## src/rtl/core/mia_pkg.sv

```systemverilog
// Shared constants and control/status types for the matrix inverse by adjugate block.
// No dependencies; used by mia_ctrl, mia_dp and matrix_inverse_by_adjugate.
`default_nettype none

package mia_pkg;

   localparam int MAX_ORDER = 6;
   localparam int CELLS     = MAX_ORDER * MAX_ORDER;
   localparam int ADDR_W    = $clog2(CELLS);
   localparam int SET_W     = MAX_ORDER;
   localparam int PART_D    = 1 << MAX_ORDER;
   localparam int ORD_W     = 3;
   localparam int ENTRY_W   = 8;
   localparam int ADJ_W     = 42;
   localparam int INV_W     = 48;
   localparam int DET_W     = 51;
   localparam int FRAC_W    = 16;
   localparam int NUM_W     = ADJ_W + FRAC_W;
   localparam int DCNT_W    = $clog2(NUM_W);

   typedef struct packed {
      logic                mat_we;
      logic [ADDR_W-1:0]   mat_waddr;
      logic                rd_en;
      logic [ADDR_W-1:0]   mat_raddr;
      logic [SET_W-1:0]    part_raddr;
      logic                part_zero;
      logic                part_we;
      logic [SET_W-1:0]    part_waddr;
      logic                mul_en;
      logic                acc_clear;
      logic                acc_one;
      logic                acc_en;
      logic                acc_sub;
      logic                det_load;
      logic                adj_load;
      logic                adj_neg;
      logic                div_start;
      logic                div_step;
      logic                fin_load;
   } cmd_type;

   typedef struct packed {
      logic singular;
   } sts_type;

endpackage

`default_nettype wire

```

## src/rtl/core/mia_ctrl.sv

```systemverilog
// Controller: load sequencing, subset-expansion determinant sequencer, divider
// stepping and result strobe. Depends on mia_pkg.
`default_nettype none

module mia_ctrl (
   input  wire logic                          clock,
   input  wire logic                          reset,
   input  wire logic                          start,
   input  wire logic                          csr_valid,
   input  wire logic [mia_pkg::ORD_W-1:0]     csr_order,
   input  wire mia_pkg::sts_type              sts,
   output mia_pkg::cmd_type                   cmd,
   output logic                               busy,
   output logic                               csr_ready,
   output logic                               rsp_valid,
   output logic [mia_pkg::ORD_W-1:0]          rsp_row,
   output logic [mia_pkg::ORD_W-1:0]          rsp_col,
   output logic                               rsp_last_of_run
);

   localparam logic [3:0] ST_LOAD       = 4'd0;
   localparam logic [3:0] ST_SET_BEGIN  = 4'd1;
   localparam logic [3:0] ST_TERM_ISSUE = 4'd2;
   localparam logic [3:0] ST_TERM_WAIT  = 4'd3;
   localparam logic [3:0] ST_TERM_ACC   = 4'd4;
   localparam logic [3:0] ST_SET_END    = 4'd5;
   localparam logic [3:0] ST_RESULT     = 4'd6;
   localparam logic [3:0] ST_DIV_INIT   = 4'd7;
   localparam logic [3:0] ST_DIVIDE     = 4'd8;
   localparam logic [3:0] ST_FINISH     = 4'd9;
   localparam logic [3:0] ST_EMIT       = 4'd10;

   localparam logic [mia_pkg::ORD_W-1:0] NO_EXCL   = '1;
   localparam logic [mia_pkg::ORD_W-1:0] ORDER_MAX = mia_pkg::ORD_W'(mia_pkg::MAX_ORDER);

   logic [3:0]                      state_ff, state_in;
   logic [mia_pkg::ORD_W-1:0]       order_ff, order_in;
   logic [mia_pkg::ORD_W-1:0]       load_r_ff, load_r_in;
   logic [mia_pkg::ORD_W-1:0]       load_c_ff, load_c_in;
   logic                            phase_det_ff, phase_det_in;
   logic [mia_pkg::ORD_W-1:0]       k_ff, k_in;
   logic [mia_pkg::ORD_W-1:0]       exr_ff, exr_in;
   logic [mia_pkg::ORD_W-1:0]       exc_ff, exc_in;
   logic [mia_pkg::SET_W-1:0]       set_ff, set_in;
   logic [mia_pkg::ORD_W-1:0]       j_ff, j_in;
   logic [mia_pkg::ORD_W-1:0]       pos_ff, pos_in;
   logic [mia_pkg::ORD_W-1:0]       out_r_ff, out_r_in;
   logic [mia_pkg::ORD_W-1:0]       out_c_ff, out_c_in;
   logic [mia_pkg::DCNT_W-1:0]      dcnt_ff, dcnt_in;
   logic                            valid_ff, valid_in;

   logic [mia_pkg::ORD_W-1:0]       n_eff;
   logic [mia_pkg::ORD_W-1:0]       nm1;
   logic [mia_pkg::SET_W:0]         full_wide;
   logic [mia_pkg::SET_W-1:0]       full;
   logic [mia_pkg::ORD_W-1:0]       pc;
   logic [mia_pkg::ORD_W-1:0]       row_sub;
   logic [mia_pkg::ORD_W-1:0]       arow;
   logic [mia_pkg::ORD_W-1:0]       acol;
   logic [mia_pkg::SET_W-1:0]       jbit;
   logic [mia_pkg::SET_W-1:0]       rest;
   logic                            accept;
   logic                            last_out;

   always_comb begin
      if (order_ff == '0) begin
         n_eff = mia_pkg::ORD_W'(1);
      end else if (order_ff > ORDER_MAX) begin
         n_eff = ORDER_MAX;
      end else begin
         n_eff = order_ff;
      end
   end

   always_comb begin
      pc = '0;
      for (int b = 0; b < mia_pkg::SET_W; b++) begin
         pc = pc + mia_pkg::ORD_W'(set_ff[b]);
      end
   end

   assign nm1       = n_eff - mia_pkg::ORD_W'(1);
   assign full_wide = ((mia_pkg::SET_W+1)'(1) << k_ff) - (mia_pkg::SET_W+1)'(1);
   assign full      = full_wide[mia_pkg::SET_W-1:0];
   assign row_sub   = pc - mia_pkg::ORD_W'(1);
   // skip the excluded row and column of a minor
   assign arow      = row_sub + mia_pkg::ORD_W'(row_sub >= exr_ff);
   assign acol      = j_ff + mia_pkg::ORD_W'(j_ff >= exc_ff);
   assign jbit      = mia_pkg::SET_W'(1) << j_ff;
   assign rest      = set_ff & ~jbit;
   assign accept    = start && !busy;
   assign last_out  = (out_r_ff == nm1) && (out_c_ff == nm1);

   always_comb begin
      state_in     = state_ff;
      order_in     = order_ff;
      load_r_in    = load_r_ff;
      load_c_in    = load_c_ff;
      phase_det_in = phase_det_ff;
      k_in         = k_ff;
      exr_in       = exr_ff;
      exc_in       = exc_ff;
      set_in       = set_ff;
      j_in         = j_ff;
      pos_in       = pos_ff;
      out_r_in     = out_r_ff;
      out_c_in     = out_c_ff;
      dcnt_in      = dcnt_ff;
      valid_in     = 1'b0;
      cmd          = '0;
      cmd.mat_waddr  = mia_pkg::ADDR_W'(load_r_ff) * mia_pkg::ADDR_W'(mia_pkg::MAX_ORDER)
                       + mia_pkg::ADDR_W'(load_c_ff);
      cmd.mat_raddr  = mia_pkg::ADDR_W'(arow) * mia_pkg::ADDR_W'(mia_pkg::MAX_ORDER)
                       + mia_pkg::ADDR_W'(acol);
      cmd.part_raddr = rest;
      cmd.part_zero  = (rest == '0);
      cmd.part_waddr = set_ff;
      cmd.acc_sub    = row_sub[0] ^ pos_ff[0];
      cmd.adj_neg    = out_r_ff[0] ^ out_c_ff[0];

      case (state_ff)
         ST_LOAD: begin
            if (csr_valid) begin
               order_in  = csr_order;
               load_r_in = '0;
               load_c_in = '0;
            end else if (accept) begin
               cmd.mat_we = 1'b1;
               if (load_c_ff == nm1) begin
                  load_c_in = '0;
                  if (load_r_ff == nm1) begin
                     load_r_in    = '0;
                     phase_det_in = 1'b1;
                     k_in         = n_eff;
                     exr_in       = NO_EXCL;
                     exc_in       = NO_EXCL;
                     set_in       = mia_pkg::SET_W'(1);
                     state_in     = ST_SET_BEGIN;
                  end else begin
                     load_r_in = load_r_ff + mia_pkg::ORD_W'(1);
                  end
               end else begin
                  load_c_in = load_c_ff + mia_pkg::ORD_W'(1);
               end
            end
         end
         ST_SET_BEGIN: begin
            j_in   = '0;
            pos_in = '0;
            if (k_ff == '0) begin
               cmd.acc_one = 1'b1;
               state_in    = ST_RESULT;
            end else begin
               cmd.acc_clear = 1'b1;
               state_in      = ST_TERM_ISSUE;
            end
         end
         ST_TERM_ISSUE: begin
            if (j_ff == k_ff) begin
               state_in = ST_SET_END;
            end else if (|(set_ff & jbit)) begin
               cmd.rd_en = 1'b1;
               state_in  = ST_TERM_WAIT;
            end else begin
               j_in = j_ff + mia_pkg::ORD_W'(1);
            end
         end
         ST_TERM_WAIT: begin
            cmd.mul_en = 1'b1;
            state_in   = ST_TERM_ACC;
         end
         ST_TERM_ACC: begin
            cmd.acc_en = 1'b1;
            pos_in     = pos_ff + mia_pkg::ORD_W'(1);
            j_in       = j_ff + mia_pkg::ORD_W'(1);
            state_in   = ST_TERM_ISSUE;
         end
         ST_SET_END: begin
            cmd.part_we = 1'b1;
            if (set_ff == full) begin
               state_in = ST_RESULT;
            end else begin
               set_in   = set_ff + mia_pkg::SET_W'(1);
               state_in = ST_SET_BEGIN;
            end
         end
         ST_RESULT: begin
            if (phase_det_ff) begin
               cmd.det_load = 1'b1;
               phase_det_in = 1'b0;
               out_r_in     = '0;
               out_c_in     = '0;
               k_in         = nm1;
               exr_in       = '0;
               exc_in       = '0;
               set_in       = mia_pkg::SET_W'(1);
               state_in     = ST_SET_BEGIN;
            end else begin
               cmd.adj_load = 1'b1;
               state_in     = sts.singular ? ST_FINISH : ST_DIV_INIT;
            end
         end
         ST_DIV_INIT: begin
            cmd.div_start = 1'b1;
            dcnt_in       = '0;
            state_in      = ST_DIVIDE;
         end
         ST_DIVIDE: begin
            cmd.div_step = 1'b1;
            dcnt_in      = dcnt_ff + mia_pkg::DCNT_W'(1);
            if (dcnt_ff == mia_pkg::DCNT_W'(mia_pkg::NUM_W - 1)) begin
               state_in = ST_FINISH;
            end
         end
         ST_FINISH: begin
            cmd.fin_load = 1'b1;
            valid_in     = 1'b1;
            state_in     = ST_EMIT;
         end
         ST_EMIT: begin
            if (last_out) begin
               state_in = ST_LOAD;
            end else begin
               // adjugate (r,c) is the signed minor of element (c,r)
               if (out_c_ff == nm1) begin
                  out_c_in = '0;
                  out_r_in = out_r_ff + mia_pkg::ORD_W'(1);
                  exr_in   = '0;
                  exc_in   = out_r_ff + mia_pkg::ORD_W'(1);
               end else begin
                  out_c_in = out_c_ff + mia_pkg::ORD_W'(1);
                  exr_in   = out_c_ff + mia_pkg::ORD_W'(1);
                  exc_in   = out_r_ff;
               end
               set_in   = mia_pkg::SET_W'(1);
               state_in = ST_SET_BEGIN;
            end
         end
         default: begin
            state_in = ST_LOAD;
         end
      endcase
   end

   always_ff @(posedge clock) begin
      if (reset) begin
         state_ff     <= ST_LOAD;
         order_ff     <= ORDER_MAX;
         load_r_ff    <= '0;
         load_c_ff    <= '0;
         phase_det_ff <= 1'b0;
         valid_ff     <= 1'b0;
      end else begin
         state_ff     <= state_in;
         order_ff     <= order_in;
         load_r_ff    <= load_r_in;
         load_c_ff    <= load_c_in;
         phase_det_ff <= phase_det_in;
         valid_ff     <= valid_in;
      end
   end

   always_ff @(posedge clock) begin
      k_ff     <= k_in;
      exr_ff   <= exr_in;
      exc_ff   <= exc_in;
      set_ff   <= set_in;
      j_ff     <= j_in;
      pos_ff   <= pos_in;
      out_r_ff <= out_r_in;
      out_c_ff <= out_c_in;
      dcnt_ff  <= dcnt_in;
   end

   // a register write in the same cycle holds off requests
   assign busy            = (state_ff != ST_LOAD) || csr_valid;
   assign csr_ready       = (state_ff == ST_LOAD);
   assign rsp_valid       = valid_ff;
   assign rsp_row         = out_r_ff;
   assign rsp_col         = out_c_ff;
   assign rsp_last_of_run = last_out;

endmodule

`default_nettype wire

```

## config.mk

```make
export PLATFORM = sky130hd
export DESIGN_NAME = mia_ctrl
export DESIGN_NICKNAME = d
export VERILOG_FILES = /design/src/rtl/core/mia_pkg.sv /design/src/rtl/core/mia_ctrl.sv
export SDC_FILE = /design/constraint.sdc
export NUM_CORES = 1
export LEC_CHECK = 0
export ABC_AREA = 1
export BUFFER_PORTS_ARGS = -buffer_cell sky130_fd_sc_hd__buf_4
export CORE_MARGIN = 3
export CORE_UTILIZATION = 35
export CTS_CLUSTER_DIAMETER = 80
export CTS_CLUSTER_SIZE = 24
export DETAILED_ROUTE_END_ITERATION = 7
export PLACE_DENSITY_LB_ADDON = 0.25
export SYNTH_ARGS = -nofsm -noshare
export SYNTH_HDL_FRONTEND = slang
export SYNTH_SLANG_ARGS = --single-unit
export TNS_END_PERCENT = 1
```

## constraint.sdc

```tcl
create_clock -name clock -period 7.6 [get_ports clock]
set_input_delay 0.76 -clock clock [delete_from_list [all_inputs] [get_ports clock]]
set_output_delay 0.76 -clock clock [all_outputs]
set_load 0.01 [all_outputs]
```

Word level (Yosys, flattened, before mapping)

Cells that the tools add are included.

Register bits: 48
Input bits: 8
Output and inout bits: 49
Word-level logic and storage cells: 181

Add/subtract/negate cells: 20
Multiply operators: 2
Magnitude comparators: 3
Equal/unequal tests: 28
Shifts and indexed selects: 2
Multiplexer cells: 77
Bitwise logic cells: 5
Reduce and logical (&&, ||, !) cells: 29

Operators by type and width:

| kind                                                | count |
|---|---|
| 2-to-1 mux 3 bit                                    | 27 |
| case mux 4 bit (11 select lines)                    | 1 |
| 2-to-1 mux 6 bit                                    | 7 |
| 2-to-1 mux 4 bit                                    | 9 |
| case mux 3 bit (3 select lines)                     | 3 |
| case mux 3 bit (2 select lines)                     | 4 |
| case mux 6 bit (4 select lines)                     | 1 |
| 2-to-1 mux 1 bit                                    | 21 |
| adder 3 x 1 -> 3 bit, second input constant         | 6 |
| equality test 4 x 3 -> 1 bit, second input constant | 4 |
| adder 3 x 1 -> 3 bit                                | 5 |
| equality test 3 bit                                 | 5 |
| inequality test 2 bit, second input constant        | 7 |
| adder 6 x 1 -> 6 bit, second input constant         | 2 |
| adder 6 x 3 -> 6 bit                                | 2 |
| bitwise AND 6 bit                                   | 2 |
| equality test 4 bit, second input constant          | 3 |
| case mux 6 bit (2 select lines)                     | 1 |
| AND reduction 6 bit                                 | 2 |
| nonzero test 2 bit                                  | 6 |
| << shifter 1 x 3 -> 6 bit, first input constant     | 2 |
| multiplier 3 x 2 -> 5 bit, second input constant    | 2 |
| AND reduction 3 bit                                 | 3 |
| equality test 4 x 2 -> 1 bit, second input constant | 2 |
| other kinds (28)                                    | 39 |

Longest topological paths before layout

Gate-level depths: netlist of run 1.

Depth after elaboration: 10
Depth in mapped cells: 23
Depth with buffers taken out: 23

Least setup slack after synthesis of run 1

OpenSTA, ideal clock, no wires.

Path kind: flip-flop to output port
Start: register set_ff[2] in the netlist's numbering
End: output port cmd[29] in the netlist's numbering
Data arrival time: 4.376 ns
Required time: 6.840 ns
Slack: 2.464 ns
Cell stages (with the launch flop): 20
Buffers on the path: 0
Cells stage by stage: edfxtp_1 -> inv_1 -> ha_1 -> fa_1 -> fa_1 -> fa_1 -> nand2_1 -> nand2_1 -> ha_1 -> a21oi_1 -> o211ai_1 -> ha_1 -> ha_1 -> xor2_1 -> ha_1 -> inv_1 -> ha_1 -> inv_1 -> o21ai_0 -> xor2_1

RTL lines:

| element                  | RTL line        | RTL |
|---|---|---|
| start: declaration       | mia_ctrl.sv:44  | `logic [mia_pkg::SET_W-1:0] set_ff, set_in;` |
| start signal: assignment | mia_ctrl.sv:267 | `set_ff <= set_in;` |
| end: declaration         | mia_ctrl.sv:12  | `output mia_pkg::cmd_type cmd,` |

==> metrics.md, run 1 <==
| Metric | Value |
|---|---|
| Die ar. | 0.01180 mm^2 |
| Die Y | 108.6 um |
| Maximum vdd drop | 0.06736 mV |
| Total clock sinks | 46 |
| Core Util, Final | 0.4344 |
| Final Critical Period | 5804 ps |
| Syn Std Cell Area | 0.003685 mm^2 |
| Hold-fix buffers, CTS | 0 |
| Sequential element share of the synthesized area | 0.3341 |
| Row cnt | 36 |
| Setup tns final | 0 ps |
| CTS tree | built |
| Startpoint Class | flop |
| Post-Syn Instances | 481 |
| Sw Share | 0.2331 |
| WP data required | 6840 ps |
| Multi-input logic area | 0.002096 mm^2 |
| Dominant cells by area after synthesis | edfxtp_1 (25%), ha_1 (12%), nand2_1 (9.9%) |
| Detailed Route Iter0 Violations | 140 |
| Vias in the first global route | 3,114 |
| I/O Buffers | 56 |
| EDFF count, synth | 31 |
| Syn_nets | 530 |
| Reg2reg setup slack | 4930 ps |
| Crit-path max FO | 7 |
| Combinational power share | 0.104 |
| Routability Congestion | 0.9126 |
| Fillers | 1,065 |
| H-tree depth | 2 |
| Die width | 108.6 um |
| Via density | 4.744 |
| Worst setup endpoint | cmd[30] |
| Worst R2R End | exc_ff[1] |
| Net Switching | 0.1161 mW |
| Fin. Hold Viols | 0 |
| Slew headroom | 0.6431 |
| Routed len/inst | 12.40 um |
| Post-synth top area share | 0.2526 |
| Share of layout cells above drive strength 1 | 0.1933 |
| Initial antenna violation count | 0 |
| Fin. max-slew vios | 0 |
| Post-CTS sizing | 0 |
| Arrival @ worst endpoint | 5040 ps |
| Overall power | 0.4982 mW |
| Ports | 57 |
| Clock power share | 0.352 |
| Total wire length | 8321 um |
| CP Class | reg -> out |
| Postcts setup bufs | 0 |
| Clock insertion delay at the later pin of the skew report | 300 ps |
| Worst Reg-to-Reg Cells | 14 |
| PD cells | 114.7 mW/mm^2 |
| Mapped Avg Cell Area | 7.661 um^2 |
| Ys async rst share | 0 |
| Total track usage | 0.1495 |
| HPWL after DPL | 6966 um |
| Status | finished clean |
| Synth area leader | edfxtp_1 |
| Hold Path Origin | order_ff[0] |
| Clk slew on worst S/H paths | 90 ps |
| Ys Warns | 0 |
| Post-placement cell count | 663 |
| Leakage | 2.167 nW |
| Core ar. | 0.01000 mm^2 |
| Post-synth cell types | 34 |
| Total grt overflow | 0 |
| Hold Path Class | reg -> reg |
| Critical Path End Type | primary output |
| Final ANT Viol Nets | 0 |
| Post-route insts no fill | 671 |
| WHS | 501.1 ps |
| Final worst-path cycle share | 0.7637 |
| FF+latch area | 0.001231 mm^2 |
| Max-Cap Viols | 0 |
| Fmax | 172.3 MHz |
| N_diodes | 0 |
| Largest net degree at the start of global routing | 15 |
| Clock buffer count from CTS | 5 |
| Nets | 586 |
| Slew @ Worst Pin | 533.4 ps |
| RSZ-0062 raised after global routing | no |
| Longest Clk Path Bufs | 2 |
| # setup viols final | 0 |
| Vias | 3,183 |
| Main flop type after synthesis | edfxtp_1 |
| Seq pwr share | 0.543 |
| Clock Skews | 7.007 ps |
| Clock root cell | clkbuf_8 |
| Starting Density | 0.3685 |
| Critical path origin | set_ff[2] |
| P&R area growth vs syn | 17.89% |
| FF-to-FF Start | order_ff[2] |
| Seq cells post-synth | 46 |
| First-pass DRT Iterations | 4 |
| DRC viols | 0 |
| Pint | 0.3820 mW |
| First-pass GRT wire length | 14,240 um |
[layout by cell type (no fill, tap or decap), drive strengths merged, types with 2 or more instances in the layout]
master,instances
a21oi,25
buf,56
clkbuf,8
dfxtp,15
edfxtp,31
fa,6
ha,35
inv,84
nand2,110
nand3,41
nand4,5
nor2,61
nor3,4
nor3b,2
nor4,2
o211ai,2
o21ai,23
xnor2,11
xor2,12
[how the worst min path moves through the flow]
stage | end | slack [ps] | cells after the start
6_report | order_ff[0] | 500 | 2
2_1_floorplan | order_ff[0] | 460 | 2
4_1_cts | order_ff[0] | 500 | 2
5_1_grt | phase_det_ff | 530 | 2
3_5_place_dp | order_ff[0] | 490 | 2
3_3_place_gp | order_ff[0] | 480 | 2
[routing by layer]
layer,vias to the layer above,GRT usage,routed length [um]
met2,77,0.2604,3918
met3,8,0.02806,412
met5,-,0,0
met1,1443,0.1917,3890
met4,0,0.03336,99
li1,1655,-,-
[cell families (layout without fill, tap and decap cells)]
family          Yosys count  after routing  share of synthesized area
simple gates            226            226                     0.2849
buf+inv                  92            149                    0.09711
compound gates           53             53                    0.07776
flops                    46             46                     0.3341
fa+ha+maj                41             41                     0.1514
xor+xnor                 23             23                    0.05467
[cell usage after synthesis, types with 2 or more instances]
| cell type | n |
|---|---|
| inv_2 | 13 |
| inv_1 | 71 |
| nand3_1 | 39 |
| fa_1 | 6 |
| o21ai_2 | 3 |
| nand2_2 | 8 |
| nand2_1 | 97 |
| nor2_4 | 5 |
| nor2_1 | 51 |
| nand4_1 | 5 |
| nor3b_1 | 2 |
| o21ai_0 | 18 |
| dfxtp_1 | 15 |
| nor3_1 | 4 |
| nand3_2 | 2 |
| a21oi_1 | 25 |
| ha_1 | 35 |
| nor2_2 | 5 |
| edfxtp_1 | 31 |
| o211ai_1 | 2 |
| xnor2_1 | 11 |
| xor2_1 | 12 |
| nand2_4 | 5 |
| o21ai_1 | 2 |
| buf_4 | 2 |
| buf_2 | 3 |
| nor4_1 | 2 |
[through the flow]
| stage | cell area, um^2 | worst slack [ps] |
|---|---|---|
| 3_5_place_dp | 4233 | 2105 |
| 6_report | 4344 | 1796 |
| 5_1_grt | 4344 | 1385 |
| 4_1_cts | 4344 | 1787 |
| 3_3_place_gp | 4233 | 2278 |
| 2_1_floorplan | 3685 | 2464 |
[final cells by class]
cell class                      count  area share
Clock buffer                        8     0.02563
Inverter                           85     0.07344
Multi-Input combinational cell    343      0.4824
Sequential cell                    46      0.2834
Tap cell                          133     0.03831
Timing Repair Buffer               56     0.09677
[power groups by stage]
stage	Clock (mW)	Sequential [mW]	Combinational (mW)
6_report	0.176	0.271	0.0519
5_1_grt	0.189	0.271	0.0595
4_1_cts	0.180	0.271	0.0527
3_5_place_dp	0	0.276	0.0525
3_3_place_gp	0	0.276	0.0517
2_1_floorplan	0	0.275	0.0387
[state kept, by name, indices dropped and copies added (netlist names), 3 cells and up]
| name | cells |
|---|---|
| dcnt_ff | 6 |
| set_ff | 6 |
| state_ff | 4 |
| exc_ff | 3 |
| exr_ff | 3 |
| j_ff | 3 |
| k_ff | 3 |
| load_c_ff | 3 |
| load_r_ff | 3 |
| order_ff | 3 |
| rsp_col | 3 |
| rsp_row | 3 |
[critical path: stages, from the launching register on]
cell      delay [ps]
edfxtp_1         500
inv_1            180
ha_1             270
fa_1             450
fa_1             390
fa_1             390
nand2_1           70
nand2_1           80
ha_1             310
a21oi_1          140
o211ai_1         100
ha_1             190
ha_1             190
xor2_1           290
ha_1             290
inv_1             60
ha_1             130
inv_1             40
o21ai_0          310
nand3_1          130
nand2_1           80
nand2_1           50
buf_4            130
Note: power is estimated with default switching activity, not from simulation.
==> run 2: changes to the inputs <==
==> constraint.sdc (replaced) <==
create_clock -name clock -period 5 [get_ports clock]
set_input_delay 0.5 -clock clock [delete_from_list [all_inputs] [get_ports clock]]
set_output_delay 0.5 -clock clock [all_outputs]
set_load 0.01 [all_outputs]
==> run 2 against run 1 <==
Net effect: hold slack lost 85 ps; first-iteration DRC count shrank 17%; design area grew 5.6%; global-route usage grew 0.76 points; non-clock buffer count grew 13; sequential cell count is the same; count of clock-buffer cells in the layout shrank 2; routed wire length grew 7.6%; clock power grew 30%; largest cell class unchanged; largest power group unchanged.
==> metrics.md, run 2 (synthesized netlist as in run 1, its figures left out) <==
| Metric | Value |
|---|---|
| Fin. max-slew vios | 0 (unchanged) |
| Combinational power share | 0.111 (+0.007) |
| PD cells | 156.7 mW/mm^2 (+37%) |
| DRC viols | 0 (unchanged) |
| First-pass DRT Iterations | 5 (+1) |
| Routed len/inst | 13.09 um (+5.5%) |
| Fin. Hold Viols | 0 (unchanged) |
| Leakage | 2.214 nW (+2.2%) |
| First-pass GRT wire length | 14,870 um (+4.4%) |
| Worst Reg-to-Reg Cells | 14 (unchanged) |
| Die Y | 108.6 um (unchanged) |
| Overall power | 0.7191 mW (+44%) |
| Worst path bufs/invs | 5 (+1) |
| Row cnt | 36 (unchanged) |
| Clk slew on worst S/H paths | 90 ps (about the same) |
| Hold Path Class | in -> reg |
| Final worst-path cycle share | 0.9840 |
| Core ar. | 0.01000 mm^2 (unchanged) |
| Most frequent CP cell | ha_4 |
| Slew headroom | 0.6070 (-0.03607) |
| Vias in the first global route | 3,174 (+1.9%) |
| Clock buffer count from CTS | 5 (unchanged) |
| Pint | 0.5369 mW (+41%) |
| Starting Density | 0.3685 (unchanged) |
| Ports | 57 (unchanged) |
| Slew @ Worst Pin | 587.3 ps (+53.91 ps) |
| Total wire length | 8951 um (+7.6%) |
| Clock insertion delay at the later pin of the skew report | 300 ps (about the same) |
| Total clock sinks | 46 (unchanged) |
| Hold-fix buffers, CTS | 0 (unchanged) |
| # setup viols final | 0 (unchanged) |
| Longest Clk Path Bufs | 2 (unchanged) |
| CTS tree | built |
| FF-to-FF Start | order_ff[2] |
| Total track usage | 0.1570 (+0.007588) |
| Arrival @ worst endpoint | 4420 ps (-620 ps) |
| Routability Congestion | 0.8979 (-1.6%) |
| Fmax | 203.3 MHz |
| Vias | 3,233 (+1.6%) |
| Sw Share | 0.2534 (+0.02024) |
| Die width | 108.6 um (unchanged) |
| Crit-path max FO | 3 (-4) |
| Critical Path End Type | primary output |
| Max-Cap Viols | 0 (unchanged) |
| Total grt overflow | 0 (unchanged) |
| Largest regs | dcnt_ff (6), set_ff (6), state_ff (4) |
| I/O Buffers | 56 (unchanged) |
| Most common cell after layout, fill and taps aside | nand2_1 |
| HPWL after DPL | 6892 um (-1.1%) |
| Die ar. | 0.01180 mm^2 (unchanged) |
| Fillers | 1,019 (-4.3%) |
| P&R area growth vs syn | 24.55% |
| Setup tns final | 0 ps (unchanged) |
| Clock root cell | clkbuf_8 |
| Via density | 4.727 (-0.36%) |
| Detailed Route Iter0 Violations | 116 (-17%) |
| WP data required | 4500 ps (-2340 ps) |
| Clock power share | 0.316 (-0.036) |
| Hold Path End | order_ff[1] |
| Status | finished clean |
| Area after DPL | 0.004285 mm^2 (+1.2%) |
| Clock Skews | 12.98 ps (+5.972 ps) |
| Most frequent cells in the layout | nand2_1 (93), buf_4 (68), inv_1 (63), nor2_1 (51), nand3_1 (36) |
| RSZ-0062 raised after global routing | yes |
| Delay-heaviest family, CP | adder cells |
| Slowest CP cell | fa_2 |
| Hold path cells | 3 (+1) |
| N_diodes | 0 (unchanged) |
| Worst R2R End | set_ff[0] |
| Final Critical Period | 4920 ps |
| Largest stage delay, worst path | 530 ps (+30 ps) |
| Final ANT Viol Nets | 0 (unchanged) |
| Core Util, Final | 0.4590 (+0.02453) |
| Startpoint Class | flop |
| Seq pwr share | 0.572 (+0.029) |
| Finished Cell Area | 0.004589 mm^2 (+5.6%) |
| Hold Path Origin | csr_order[1] |
| Largest net degree at the start of global routing | 15 (unchanged) |
| CP cell instances | inv_2, ha_4, fa_1, fa_2, fa_2, inv_2, ha_4, nand2_2, o211ai_1, ha_2, ha_4, xor2_4, ha_4, inv_4, ha_4, inv_4, o21ai_4, nand3_2, nand2_1, nand2_1, buf_6 |
| Net Switching | 0.1822 mW (+57%) |
| Share of layout cells above drive strength 1 | 0.2668 (+0.07348) |
| CP Class | reg -> out |
| Maximum vdd drop | 0.1067 mV (+58%) |
| Nets | 599 (+2.2%) |
| Initial antenna violation count | 0 (unchanged) |
| Reg2reg setup slack | 2290 ps (-2640 ps) |
| H-tree depth | 2 (unchanged) |
-- run 2: cell types whose count changed in the layout (fill, tap and decap cells not counted), sizes merged --
| cell | change |
|---|---|
| buf | +13 |
| clkbuf | -2 |
| clkinv | +2 |
-- run 2: tightest hold or removal path: cells and delay by family --
family          cells  cell delay (ps)
compound gates      2              110
buf+inv             1               80
-- run 2: area by class of cell --
cell class	count	area (um^2)	share of cell area
clock buffer	6	72.57	0.01581
clock inverter	2	13.76	0.002999
inverter	85	324.1	0.07061
multi-input combinational	343	2260	0.4924
sequential	46	1231	0.2683
tap	133	166.4	0.03626
timing repair buffer	69	521.8	0.1137
-- run 2: per-layer routing --
metal	wire length, um	part of all wire	global-route usage
met1	3953	0.44	0.2020
met2	4364	0.49	0.2727
met3	562	0.063	0.02806
met4	70	0.0078	0.03787
met5	0	0	0
-- run 2: power by group through the flow --
stage          sequential [mW]  combinational [mW]  clock (mW)
2_1_floorplan            0.418              0.0588           0
3_3_place_gp             0.420              0.0789           0
3_5_place_dp             0.420              0.0797           0
4_1_cts                  0.411              0.0806       0.236
5_1_grt                  0.412              0.0917       0.250
6_report                 0.412              0.0800       0.228
-- run 2: per-stage QoR --
step	std cells	setup WS, ps	hold WS, ps
after floorplan	481	123.6	461.2
after global placement	670	212.3	485.6
after detailed placement	670	100.3	492.4
after CTS	683	-7.056	412.6
after global routing	684	-115.6	421.0
final	684	80.24	416.4
-- run 2: worst max path at each step --
stage                          from       to  cells after the start
final                     set_ff[2]  cmd[30]                     21
after detailed placement  set_ff[0]  cmd[30]                     22
after global placement    set_ff[2]  cmd[30]                     22
after floorplan           set_ff[2]  cmd[29]                     19
after global routing      set_ff[2]  cmd[30]                     21
after CTS                 set_ff[2]  cmd[30]                     21
-- run 2: repair_timing --
item,CTS,global route
endpoints found under the setup margin,4,4
pin swaps,15,17
gates resized for setup,27,9
setup buffers,5,1
